===== src/hdl/six_button_pad_select_sequencer_assert.svh =====
// Assertion macros for the six-button pad select sequencer.
`ifndef SIX_BUTTON_PAD_SELECT_SEQUENCER_ASSERT_SVH
`define SIX_BUTTON_PAD_SELECT_SEQUENCER_ASSERT_SVH

// Same-cycle implication, sampled on clk, off while rst_n is low.
`define SBPS_ASSERT_IMPL(lbl, ante, cons, msg) \
    lbl: assert property (@(posedge clk) disable iff (!rst_n) (ante) |-> (cons)) \
        else $error(msg);

// Next-cycle implication, sampled on clk, off while rst_n is low.
`define SBPS_ASSERT_NEXT(lbl, ante, cons, msg) \
    lbl: assert property (@(posedge clk) disable iff (!rst_n) (ante) |=> (cons)) \
        else $error(msg);

`endif


===== src/hdl/sbps_pkg.sv =====
// Package for the six-button pad select sequencer: phases, register indexes, defaults.
`timescale 1ns / 1ps

package sbps_pkg;

    localparam int TIMER_BITS_DEFAULT = 16;

    localparam int CFG_INDEX_BITS = 2;
    localparam int CFG_DATA_BITS  = 16;

    // Configuration register indexes
    localparam logic [CFG_INDEX_BITS-1:0] CFG_TIMEOUT_TICKS = 2'd0;
    localparam logic [CFG_INDEX_BITS-1:0] CFG_SETTLE_TICKS  = 2'd1;
    localparam logic [CFG_INDEX_BITS-1:0] CFG_LOCK_THREE    = 2'd2;

    // Reset values of the configuration registers
    localparam logic [15:0] TIMEOUT_TICKS_RESET = 16'd20000;
    localparam logic [7:0]  SETTLE_TICKS_RESET  = 8'd6;

    typedef enum logic [2:0] {
        PH_AWAIT_LOW_START = 3'd0,
        PH_AWAIT_FIRST_RISE = 3'd1,
        PH_AWAIT_LOW_A     = 3'd2,
        PH_AWAIT_HIGH_A    = 3'd3,
        PH_AWAIT_LOW_FORCE = 3'd4,
        PH_AWAIT_HIGH_EXTRA = 3'd5,
        PH_AWAIT_LOW_HIGH  = 3'd6,
        PH_AWAIT_TIMEOUT   = 3'd7
    } phase_t;

endpackage


===== src/hdl/six_button_pad_select_sequencer.sv =====
// Six-button pad select sequencer: select-line edge tracker driving the pad-side outputs.
// Latency: a request's result is valid the cycle after the request is accepted.
// Throughput: one request per cycle while results are taken; state update and result compute
//   sit in one pass between the state registers, which double as the result register.
// A new request is taken while a result waits only if that result is taken the same cycle.
// Reset (rst_n low, asynchronous): phase 0, counters and flags clear, three-button outputs,
//   configuration back to timeout 20000, settle 6, lock off. No clearing pass.
`timescale 1ns / 1ps
`include "six_button_pad_select_sequencer_assert.svh"

module six_button_pad_select_sequencer #(
    parameter int TIMER_BITS = sbps_pkg::TIMER_BITS_DEFAULT
) (
    input  logic                               clk,
    input  logic                               rst_n,
    // sample request channel
    input  logic                               in_valid,
    output logic                               in_ready,
    input  logic                               select_level,
    // result channel
    output logic                               out_valid,
    input  logic                               out_ready,
    output logic                               mux_select,
    output logic                               enable_n,
    output logic                               nibble_drive,
    output logic                               nibble_level,
    output logic                               timed_out,
    output logic [2:0]                         phase_now,
    // configuration write channel
    input  logic                               cfg_valid,
    output logic                               cfg_ready,
    input  logic [sbps_pkg::CFG_INDEX_BITS-1:0] cfg_index,
    input  logic [sbps_pkg::CFG_DATA_BITS-1:0]  cfg_data
);

    // ------------------------------------------------------------------
    // Configuration registers. Writes are always taken; unknown indexes drop.
    // ------------------------------------------------------------------
    logic [15:0] timeout_ticks_reg;
    logic [7:0]  settle_ticks_reg;
    logic        lock_reg;

    assign cfg_ready = 1'b1;

    always_ff @(posedge clk or negedge rst_n)
    begin
        if (!rst_n)
        begin
            timeout_ticks_reg <= sbps_pkg::TIMEOUT_TICKS_RESET;
            settle_ticks_reg  <= sbps_pkg::SETTLE_TICKS_RESET;
            lock_reg          <= 1'b0;
        end
        else if (cfg_valid && cfg_ready)
        begin
            case (cfg_index)
                sbps_pkg::CFG_TIMEOUT_TICKS: timeout_ticks_reg <= cfg_data[15:0];
                sbps_pkg::CFG_SETTLE_TICKS:  settle_ticks_reg  <= cfg_data[7:0];
                sbps_pkg::CFG_LOCK_THREE:    lock_reg          <= cfg_data[0];
                default:                     ;
            endcase
        end
    end

    // ------------------------------------------------------------------
    // Sequencer state. The state registers hold the values after the last
    // accepted sample, which is exactly the result payload, so they also
    // serve as the result register.
    // ------------------------------------------------------------------
    sbps_pkg::phase_t        phase_reg, phase_next;
    logic [7:0]              settle_count_reg, settle_count_next;
    logic [TIMER_BITS-1:0]   timer_count_reg, timer_count_next;
    logic                    timer_running_reg, timer_running_next;
    logic                    timeout_flag_reg, timeout_flag_next;
    logic                    select_reg, select_next;
    logic                    enable_n_reg, enable_n_next;
    logic                    drive_reg, drive_next;
    logic                    level_reg, level_next;
    logic                    out_valid_reg, out_valid_next;

    logic                    accept;
    logic [31:0]             limit_wide;
    logic [TIMER_BITS-1:0]   limit;

    // Result slot is free, or being emptied this cycle.
    assign in_ready = !out_valid_reg || out_ready;
    assign accept   = in_valid && in_ready;

    // Timeout limit: register value masked to the timer width.
    assign limit_wide = 32'(timeout_ticks_reg);
    assign limit      = limit_wide[TIMER_BITS-1:0];

    always_comb
    begin
        phase_next         = phase_reg;
        settle_count_next  = settle_count_reg;
        timer_count_next   = timer_count_reg;
        timer_running_next = timer_running_reg;
        timeout_flag_next  = timeout_flag_reg;
        select_next        = select_reg;
        enable_n_next      = enable_n_reg;
        drive_next         = drive_reg;
        level_next         = level_reg;

        if (lock_reg)
        begin
            // Frozen in three-button mode; timeout flag and count are kept.
            select_next        = 1'b0;
            enable_n_next      = 1'b0;
            drive_next         = 1'b0;
            level_next         = 1'b0;
            phase_next         = sbps_pkg::PH_AWAIT_LOW_START;
            settle_count_next  = 8'd0;
            timer_running_next = 1'b0;
        end
        else
        begin
            // Timer advances first; expiry drops the mux outputs at once.
            if (timer_running_reg)
            begin
                timer_count_next = timer_count_reg + TIMER_BITS'(1);
                if (timer_count_next >= limit)
                begin
                    timeout_flag_next  = 1'b1;
                    timer_running_next = 1'b0;
                    drive_next         = 1'b0;
                    select_next        = 1'b0;
                    enable_n_next      = 1'b0;
                end
            end

            if (phase_reg == sbps_pkg::PH_AWAIT_TIMEOUT)
            begin
                if (timeout_flag_next)
                begin
                    select_next       = 1'b0;
                    enable_n_next     = 1'b0;
                    drive_next        = 1'b0;
                    level_next        = 1'b0;
                    phase_next        = sbps_pkg::PH_AWAIT_LOW_START;
                    settle_count_next = 8'd0;
                end
            end
            else if (settle_count_reg < settle_ticks_reg)
            begin
                settle_count_next = settle_count_reg + 8'd1;
            end
            else if (select_level == phase_reg[0])
            begin
                // Odd phases wait for high, even phases for low.
                settle_count_next = 8'd0;
                case (phase_reg)
                    sbps_pkg::PH_AWAIT_LOW_START:
                    begin
                        phase_next = sbps_pkg::PH_AWAIT_FIRST_RISE;
                    end
                    sbps_pkg::PH_AWAIT_FIRST_RISE:
                    begin
                        timeout_flag_next  = 1'b0;
                        timer_count_next   = '0;
                        timer_running_next = 1'b1;
                        phase_next         = sbps_pkg::PH_AWAIT_LOW_A;
                    end
                    sbps_pkg::PH_AWAIT_LOW_A,
                    sbps_pkg::PH_AWAIT_HIGH_A:
                    begin
                        if (timeout_flag_next)
                        begin
                            select_next   = 1'b0;
                            enable_n_next = 1'b0;
                            drive_next    = 1'b0;
                            level_next    = 1'b0;
                            phase_next    = sbps_pkg::PH_AWAIT_LOW_START;
                        end
                        else
                        begin
                            phase_next = sbps_pkg::phase_t'(phase_reg + 3'd1);
                        end
                    end
                    sbps_pkg::PH_AWAIT_LOW_FORCE:
                    begin
                        // Recognition phase: drive the nibble low.
                        enable_n_next = 1'b1;
                        drive_next    = 1'b1;
                        select_next   = 1'b1;
                        if (timeout_flag_next)
                        begin
                            select_next   = 1'b0;
                            enable_n_next = 1'b0;
                            drive_next    = 1'b0;
                            level_next    = 1'b0;
                            phase_next    = sbps_pkg::PH_AWAIT_LOW_START;
                        end
                        else
                        begin
                            phase_next = sbps_pkg::PH_AWAIT_HIGH_EXTRA;
                        end
                    end
                    sbps_pkg::PH_AWAIT_HIGH_EXTRA:
                    begin
                        // Extra buttons through the mux.
                        drive_next    = 1'b0;
                        enable_n_next = 1'b0;
                        level_next    = 1'b1;
                        if (timeout_flag_next)
                        begin
                            select_next   = 1'b0;
                            enable_n_next = 1'b0;
                            drive_next    = 1'b0;
                            level_next    = 1'b0;
                            phase_next    = sbps_pkg::PH_AWAIT_LOW_START;
                        end
                        else
                        begin
                            phase_next = sbps_pkg::PH_AWAIT_LOW_HIGH;
                        end
                    end
                    default:
                    begin
                        // Force the nibble high, even if the timer just expired.
                        enable_n_next = 1'b1;
                        drive_next    = 1'b1;
                        select_next   = 1'b0;
                        phase_next    = sbps_pkg::PH_AWAIT_TIMEOUT;
                    end
                endcase
            end
        end
    end

    always_comb
    begin
        out_valid_next = out_valid_reg;
        if (accept)
        begin
            out_valid_next = 1'b1;
        end
        else if (out_ready)
        begin
            out_valid_next = 1'b0;
        end
    end

    always_ff @(posedge clk or negedge rst_n)
    begin
        if (!rst_n)
        begin
            phase_reg         <= sbps_pkg::PH_AWAIT_LOW_START;
            settle_count_reg  <= 8'd0;
            timer_count_reg   <= '0;
            timer_running_reg <= 1'b0;
            timeout_flag_reg  <= 1'b0;
            select_reg        <= 1'b0;
            enable_n_reg      <= 1'b0;
            drive_reg         <= 1'b0;
            level_reg         <= 1'b0;
            out_valid_reg     <= 1'b0;
        end
        else
        begin
            out_valid_reg <= out_valid_next;
            if (accept)
            begin
                phase_reg         <= phase_next;
                settle_count_reg  <= settle_count_next;
                timer_count_reg   <= timer_count_next;
                timer_running_reg <= timer_running_next;
                timeout_flag_reg  <= timeout_flag_next;
                select_reg        <= select_next;
                enable_n_reg      <= enable_n_next;
                drive_reg         <= drive_next;
                level_reg         <= level_next;
            end
        end
    end

    // Result payload straight from the state registers; they only move on
    // an accepted request, which needs the result slot free.
    assign out_valid    = out_valid_reg;
    assign mux_select   = select_reg;
    assign enable_n     = enable_n_reg;
    assign nibble_drive = drive_reg;
    assign nibble_level = level_reg;
    assign timed_out    = timeout_flag_reg;
    assign phase_now    = phase_reg;

    // ------------------------------------------------------------------
    // Assertions
    // ------------------------------------------------------------------
    logic seq_armed;
    logic lock_clean;

    // Past the first rising edge.
    assign seq_armed  = (phase_reg != sbps_pkg::PH_AWAIT_LOW_START)
                     && (phase_reg != sbps_pkg::PH_AWAIT_FIRST_RISE);
    assign lock_clean = (phase_reg == sbps_pkg::PH_AWAIT_LOW_START) && !select_reg
                     && !drive_reg && !level_reg && !timer_running_reg;

    `SBPS_ASSERT_IMPL(a_run_no_flag, timer_running_reg, !timeout_flag_reg, "timer on, flag set")
    `SBPS_ASSERT_IMPL(a_drive_tracks_en, 1'b1, drive_reg == enable_n_reg, "drive/enable_n split")
    `SBPS_ASSERT_IMPL(a_run_phase, timer_running_reg, seq_armed, "timer on before first rise")
    `SBPS_ASSERT_NEXT(a_lock_three, accept && lock_reg, lock_clean, "lock not three-button")

endmodule

===== config.mk =====
export PLATFORM = sky130hd
export DESIGN_NAME = six_button_pad_select_sequencer
export DESIGN_NICKNAME = d
export VERILOG_FILES = /design/src/hdl/sbps_pkg.sv /design/src/hdl/six_button_pad_select_sequencer.sv
export VERILOG_INCLUDE_DIRS = /design/src /design/src/hdl
export SDC_FILE = /design/constraint.sdc
export NUM_CORES = 1
export LEC_CHECK = 0
export ABC_AREA = 1
export BUFFER_PORTS_ARGS = -buffer_cell sky130_fd_sc_hd__buf_2
export CAP_MARGIN = 30
export CORE_ASPECT_RATIO = 1.5
export CORE_MARGIN = 5
export CORE_UTILIZATION = 40
export CTS_CLUSTER_SIZE = 12
export DETAILED_ROUTE_END_ITERATION = 16
export HOLD_SLACK_MARGIN = 0.15
export SYNTH_ARGS = -nofsm -noshare
export SYNTH_HDL_FRONTEND = slang
export SYNTH_SLANG_ARGS = --single-unit

===== constraint.sdc =====
create_clock -name clk -period 2.41 [get_ports clk]
set_input_delay 0.3615 -clock clk [delete_from_list [all_inputs] [get_ports clk]]
set_output_delay 0.3615 -clock clk [all_outputs]
set_load 0.02 [all_outputs]

==> qor.txt, run 1 <==
quantity of I/O buffers inserted on ports -> 33
root buffer cell -> clkbuf_16
highest net fanout along the worst path -> 6
Slew headroom -> 55.07%
clock buffer depth -> 2
Initial DRC Count -> 126
post-synthesis cell type count -> 35
per-cell routed wire length -> 14.13 um
area of the placeable core -> 9579 um^2
commonest cells after routing, fill and taps aside -> 98 x nand2_1, 87 x inv_1, 63 x buf_4
fin worst setup slack -> -0.5252 ns
actual slew at the worst max-slew pin -> 0.6733 ns
share of layout cells above drive strength 1 -> 31.13%
critical path launch point -> timer_count_reg[0]
area of the mapped netlist -> 3882 um^2
setup tns final -> -8.254 ns
total CTS buffers -> 9
overall via count from detail_route -> 3705
TritonCTS clock tree -> built
Initial Util -> 40.53%
initial antenna violation count -> 0
dominant cell type by count on the critical path -> nand3_4
pre-CTS setup slack -> -0.6544 ns
routability congestion estimate from global placement -> 0.8967
Crit path required time -> 2.62 ns
number of global-route vias before repair -> 3742
peak supply drop -> 0.0005662 V
reg2reg path depth -> 22
power density relative to cell area -> 934.8 nW/um^2
peak clock frequency supported by timing -> 340.7 MHz
number of failing hold endpoints at the final stage -> 0
sequence of cells on the critical path -> buf_6, inv_4, nor3_4, nand3_4, nor2_4, nand3_4, nor2_2, inv_1, nand2_2, inv_2, ha_4, nand4_1, nor3_1, nand2_1, nand2_2, nand2_4, nand2_4, inv_4, nand3_4, nand3_4, nand2_1, o21ai_1
mean instance size in the synthesized netlist -> 7.568 um^2
RSZ-0062 raised after global routing -> true
status -> finished with violations
clock tree sinks -> 59
number of iterations in the first detailed-routing pass -> 4
number of max-cap violations -> 0
DRT Wirelength -> 10.39 mm
total count of max-transition violations in the final report -> 0
synthesis-stage register bit count -> 59
final-stage net count -> 670
Die Width -> 90.44 um
Skew-Pair Late Insertion Delay -> 0.34 ns
number of inserted diodes -> 0
Power, Total -> 4.932 mW
launch instance of the worst min-delay path -> cfg_data[10]
worst-path cell with the longest stage delay -> dfrtp_1
post-route cell area -> 5276 um^2
HPWL reported at the end of detailed placement -> 7.382 mm
Register Area -> 1485 um^2
violations in the final reports -> setup timing
Routed Antenna Nets -> 0
synthesized instance count -> 513
overall overflow remaining after global route -> 0
Layout fillers -> 900
sequential share of the synthesized area -> 38.25%
global router's overall resource usage -> 18.56%
Top Ports -> 35
most common cell after layout, fill and taps aside -> nand2_1
maximum number of pins on one net before global-route repair -> 36
Worst EP arrival -> 3.15 ns
R2R Path Start -> timer_count_reg[0]
register clock-pin slew on the reported worst setup and hold paths -> 0.05 ns
stage delay of the slowest cell on the critical path -> 0.37 ns
detailed-route DRC error count -> 0
number of warnings printed during yosys synthesis -> 0
worst clock skew -> 0.007395 ns
final clock period utilization by the worst path -> 121.8%
Critical Setup Path Class -> reg2reg
nature of the critical path endpoint -> flop
leakage power -> 2.822 nW
startpoint type of the worst setup path -> flop
first-pass GRT wire length -> 17.44 mm
number of setup violations in the final report -> 18
classification of the worst-slack hold path -> in2reg
Hold Worst Slack -> 0.2581 ns
post-layout min period -> 2.935 ns
area of the die -> 11820 um^2
syn nets -> 568
via/cell ratio -> 5.041
Std-Cell Rows -> 44
number of cells traversed by the worst hold path -> 3
total placed instance area -> 4562 um^2
area added between synthesis and finish -> 35.90%
die extent in y -> 130.7 um
maximum level of the CTS H-tree -> 3
combined area of the multi-input logic cells -> 2225 um^2
==> critical path: cells and delay by family (launching register included) <==
kind                     cells  cell delay, ns
AO/OA/AOI/OAI                1            0.06
adder cells (fa/ha/maj)      1            0.26
buffers and inverters        5            0.30
flip-flops                   1            0.37
AND/OR/NAND/NOR             15            1.81
==> cells by family (layout without fill, tap and decap cells) <==
kind of cell / count (synthesis) / in the layout / share of synthesized area, %
AOI/OAI and AO/OA: 91 / 91 / 12.44
xor gates and xnor gates: 18 / 18 / 4.254
adders and majority gates: 31 / 31 / 9.990
buffers and inverters: 110 / 216 / 10.99
DFF: 59 / 59 / 38.25
muxes: 2 / 2 / 0.5157
other: 1 / 1 / 0.09659
and+or+nand+nor: 201 / 202 / 23.46
==> path summary, 6_finish.rpt <==
check                                      end  slack (ns)
min in group asynchronous            limit[12]        0.57
setup reg to reg           settle_count_reg[7]       -0.53
max in group asynchronous  settle_count_reg[0]        1.23
hold / removal                       limit[10]        0.26
setup / recovery           settle_count_reg[7]       -0.53
hold reg to reg                       limit[6]        0.48
==> layout make-up <==
| type | count | area share (%) |
|---|---|---|
| Multi-Input combinational cell | 345 | 42.16 |
| Sequential cell | 59 | 28.15 |
| Timing Repair Buffer | 102 | 13.68 |
| Inverter | 98 | 7.067 |
| Clock buffer | 11 | 4.790 |
| Tap cell | 115 | 2.727 |
| Clock inverter | 5 | 1.423 |
==> repair_timing <==
item	4_1_cts	5_1_grt
hold buffers	1	0
cloned	1	0
setup buffers	18	2
resized for setup	27	38
endpoints found under the hold margin	17	0
pin swaps	10	22
setup endpoints to repair	17	18
==> power by group <==
group          internal, mW  switching [mW]  total, mW
clock                 0.955           0.457       1.41
sequential             1.22           0.188       1.41
combinational          1.03            1.09       2.12
total                  3.20            1.74       4.93
==> cells in the mapped netlist <==
master    count  area share, %
nor3_1        6           0.77
nand4_1       8            1.3
nand2_2       4           0.64
a21oi_1      21            2.7
nand3b_1      3           0.58
mux2i_1       2           0.52
nand2_1     113             11
dfstp_2       7            4.7
o21ai_2       1           0.23
nor4_2        1           0.32
inv_1        95            9.2
conb_1        1          0.097
o211ai_1      1           0.19
ha_1         31             10
buf_2         2           0.26
inv_2         3           0.29
xnor2_1       2           0.45
nor2_1       31            3.0
o221ai_1      1           0.23
o21ai_1      12            1.5
nor3_4        1           0.42
a211oi_1      2           0.39
nand3_2       6            1.5
nand2_4       1           0.29
nor2_2        1           0.16
o21ai_0      43            5.5
buf_6         1           0.29
nand3_1      25            3.2
xnor2_2       1           0.42
xor2_1       15            3.4
buf_4         1           0.19
o22ai_1      10            1.6
dfrtp_1      52             34
nor2_4        1           0.29
clkbuf_1      8           0.77
==> metal layers <==
metal  GRT usage, %  routed length [um]  vias to the layer above
li1               -                   -                     1863
met1          20.00                3944                     1764
met2          34.31                5871                       58
met3          3.837                 295                       20
met4          9.465                 278                        0
met5              0                   0                        -
==> metrics by stage <==
stage | utilization (%) | cells
6_report | 55.08 | 735
4_1_cts | 53.64 | 733
3_5_place_dp | 47.62 | 697
5_1_grt | 55.08 | 735
2_1_floorplan | - | 513
3_3_place_gp | 47.62 | 697
Power figures use the tool's default switching activity.
==> inputs of run 2 (changes only) <==
Settings changed: ABC_AREA 1 to unset.
==> qor.txt, run 2 <==
most common cell after layout, fill and taps aside -> buf_4
area of the mapped netlist -> 3654 um^2
final-stage net count -> 542
syn nets -> 442
sequence of cells on the critical path -> ha_2, and3_4, and3_4, and3_4, nand3_4, nor2_4, xor2_4, ha_4, nand4_1, buf_4, or2b_4, a31oi_4, buf_6, o211ai_4, or3_1, a21oi_2
fin worst setup slack -> -1.084 ns
most instantiated library cell after synthesis -> dfrtp_1
Top Ports -> 35
routability congestion estimate from global placement -> 0.8732
root buffer cell -> clkbuf_16
total CTS buffers -> 9
RSZ-0062 raised after global routing -> true
area of the die -> 11180 um^2
number of max-cap violations -> 0
area added between synthesis and finish -> 35.31%
top-area cell type share of the netlist area -> 35.62%
EDFF count, synth -> 0
detailed-route DRC error count -> 0
clock buffer depth -> 2
Crit path required time -> 2.66 ns
synthesis-stage register bit count -> 59
R2R Path Start -> timer_count_reg[0]
Initial DRC Count -> 103
Slew headroom -> 54.81%
critical path launch point -> timer_count_reg[0]
pre-CTS setup slack -> -1.051 ns
via/cell ratio -> 5.355
classification of the worst-slack hold path -> in2reg
synthesized instance count -> 387
overall overflow remaining after global route -> 0
commonest cells after routing, fill and taps aside -> 62 x buf_4, 52 x dfrtp_1, 45 x nand2_1
share of layout cells above drive strength 1 -> 36.18%
initial antenna violation count -> 0
number of warnings printed during yosys synthesis -> 0
total count of max-transition violations in the final report -> 0
Critical Setup Path Class -> reg2reg
worst clock skew -> 0.005463 ns
global router's overall resource usage -> 17.62%
HPWL reported at the end of detailed placement -> 7.050 mm
cells taking the most area after synthesis -> dfrtp_1 36%, ha_1 11%, o21ai_0 6.7%
actual slew at the worst max-slew pin -> 0.6779 ns
leakage power -> 2.338 nW
die extent in y -> 127.1 um
post-synthesis cell type count -> 59
startpoint type of the worst setup path -> flop
violations in the final reports -> setup timing
number of failing hold endpoints at the final stage -> 0
peak supply drop -> 0.0005386 V
sequential share of the synthesized area -> 40.65%
maximum level of the CTS H-tree -> 3
Routed Antenna Nets -> 0
number of setup violations in the final report -> 17
Worst EP arrival -> 3.75 ns
setup tns final -> -16.00 ns
nature of the critical path endpoint -> flop
share of async-settable or async-resettable flops after synthesis -> 100.0%
Initial Util -> 41.14%
highest net fanout along the worst path -> 8
area of the placeable core -> 8881 um^2
dominant cell type by area after synthesis -> dfrtp_1
TritonCTS clock tree -> built
DRT Wirelength -> 9.303 mm
stage delay of the slowest cell on the critical path -> 0.39 ns
dominant cell type by count on the critical path -> and3_4
first-pass GRT wire length -> 15.33 mm
clock tree sinks -> 59
peak clock frequency supported by timing -> 286.2 MHz
overall via count from detail_route -> 3224
maximum number of pins on one net before global-route repair -> 32
number of iterations in the first detailed-routing pass -> 4
Std-Cell Rows -> 42
quantity of I/O buffers inserted on ports -> 33
Skew-Pair Late Insertion Delay -> 0.33 ns
post-layout min period -> 3.494 ns
buffers plus inverters on the worst setup path -> 2
power density relative to cell area -> 644.3 nW/um^2
kind of cell adding the most delay to the critical path -> simple AND/OR/NAND/NOR gates
most frequently used flop master after synthesis -> dfrtp_1
final clock period utilization by the worst path -> 145.0%
launch instance of the worst min-delay path -> cfg_data[14]
worst-path cell with the longest stage delay -> dfrtp_1
per-cell routed wire length -> 15.45 um
cell types with the highest counts after synthesis -> 52 x dfrtp_1, 49 x o21ai_0, 45 x nand2_1, 31 x ha_1, 31 x inv_1
Hold Worst Slack -> 0.2355 ns
number of global-route vias before repair -> 3273
number of inserted diodes -> 0
Power, Total -> 3.185 mW
status -> finished with violations
mean instance size in the synthesized netlist -> 9.441 um^2
Die Width -> 88.04 um
register clock-pin slew on the reported worst setup and hold paths -> 0.05 ns
run 2: power breakdown:
group | switching [mW] | leakage (nW) | internal (mW)
Combinational | 0.378 | 1.44 | 0.346
Clock | 0.438 | 0.145 | 0.821
Sequential | 0.0763 | 0.757 | 1.13
run 2: worst paths after layout:
kind                            cells after the start  slack (ns)                   to
worst max-delay path                               16       -1.08  settle_count_reg[6]
worst min-delay path                                3        0.24            limit[14]
worst max register to register                     16       -1.08  settle_count_reg[6]
worst min register to register                      1        0.48             enable_n
max in group asynchronous                           3        1.08            limit[10]
min in group asynchronous                           2        0.61             limit[6]
run 2: metal layers:
metal  part of all wire (%)  global-route usage, %  vias to the layer above  routed length [um]
li1                       -                      -                     1580                   -
met1                     40                  19.60                     1554                3699
met2                     52                  30.77                       63                4875
met3                    3.8                  4.059                       27                 352
met4                    4.0                  8.986                        0                 376
met5                      0                      0                        -                   0
run 2: repair_timing:
action,CTS,global route
hold endpoints to repair,25,0
endpoints found under the setup margin,32,24
resized for setup,16,22
pin swaps,7,17
hold buffers,1,0
cloned,0,0
setup buffers,5,7
run 2: final cells by class:
| type | instances | area, um^2 |
|---|---|---|
| clock buffers | 11 | 242.7 |
| clock inverters | 5 | 52.55 |
| fillers | 788 | 3938 |
| inverters | 31 | 116.4 |
| multi-input cells | 285 | 2212 |
| flip-flops and latches | 59 | 1485 |
| well taps | 110 | 137.6 |
| repair buffers | 101 | 696.9 |
run 2: logic make-up (layout without fill, tap and decap cells):
family | Yosys count | in the layout | share of synthesized area (%)
simple gates | 114 | 114 | 16.27
compound gates | 113 | 113 | 20.69
flops | 59 | 59 | 40.65
buf+inv | 43 | 148 | 4.760
fa+ha+maj | 31 | 31 | 10.62
xor+xnor | 16 | 16 | 3.836
mux | 10 | 10 | 3.082
other cells | 1 | 1 | 0.1026
run 2: worst reg2reg max path: stages, from the launching register on:
cell      delay (ns)
dfrtp_1         0.39
ha_2            0.19
and3_4          0.18
and3_4          0.17
and3_4          0.20
nand3_4         0.09
nor2_4          0.18
xor2_4          0.10
ha_4            0.28
nand4_1         0.18
buf_4           0.18
or2b_4          0.26
a31oi_4         0.27
buf_6           0.15
o211ai_4        0.10
or3_1           0.36
a21oi_2         0.14
run 2: per-stage QoR:
| stage | std cells | utilization (%) | area, um^2 |
|---|---|---|---|
| final | 602 | 55.66 | 4943 |
| after global routing | 602 | 55.66 | 4943 |
| after CTS | 595 | 54.00 | 4796 |
| after detailed placement | 573 | 49.15 | 4365 |
| after global placement | 573 | 49.15 | 4365 |
| after floorplan | 387 | - | 3709 |
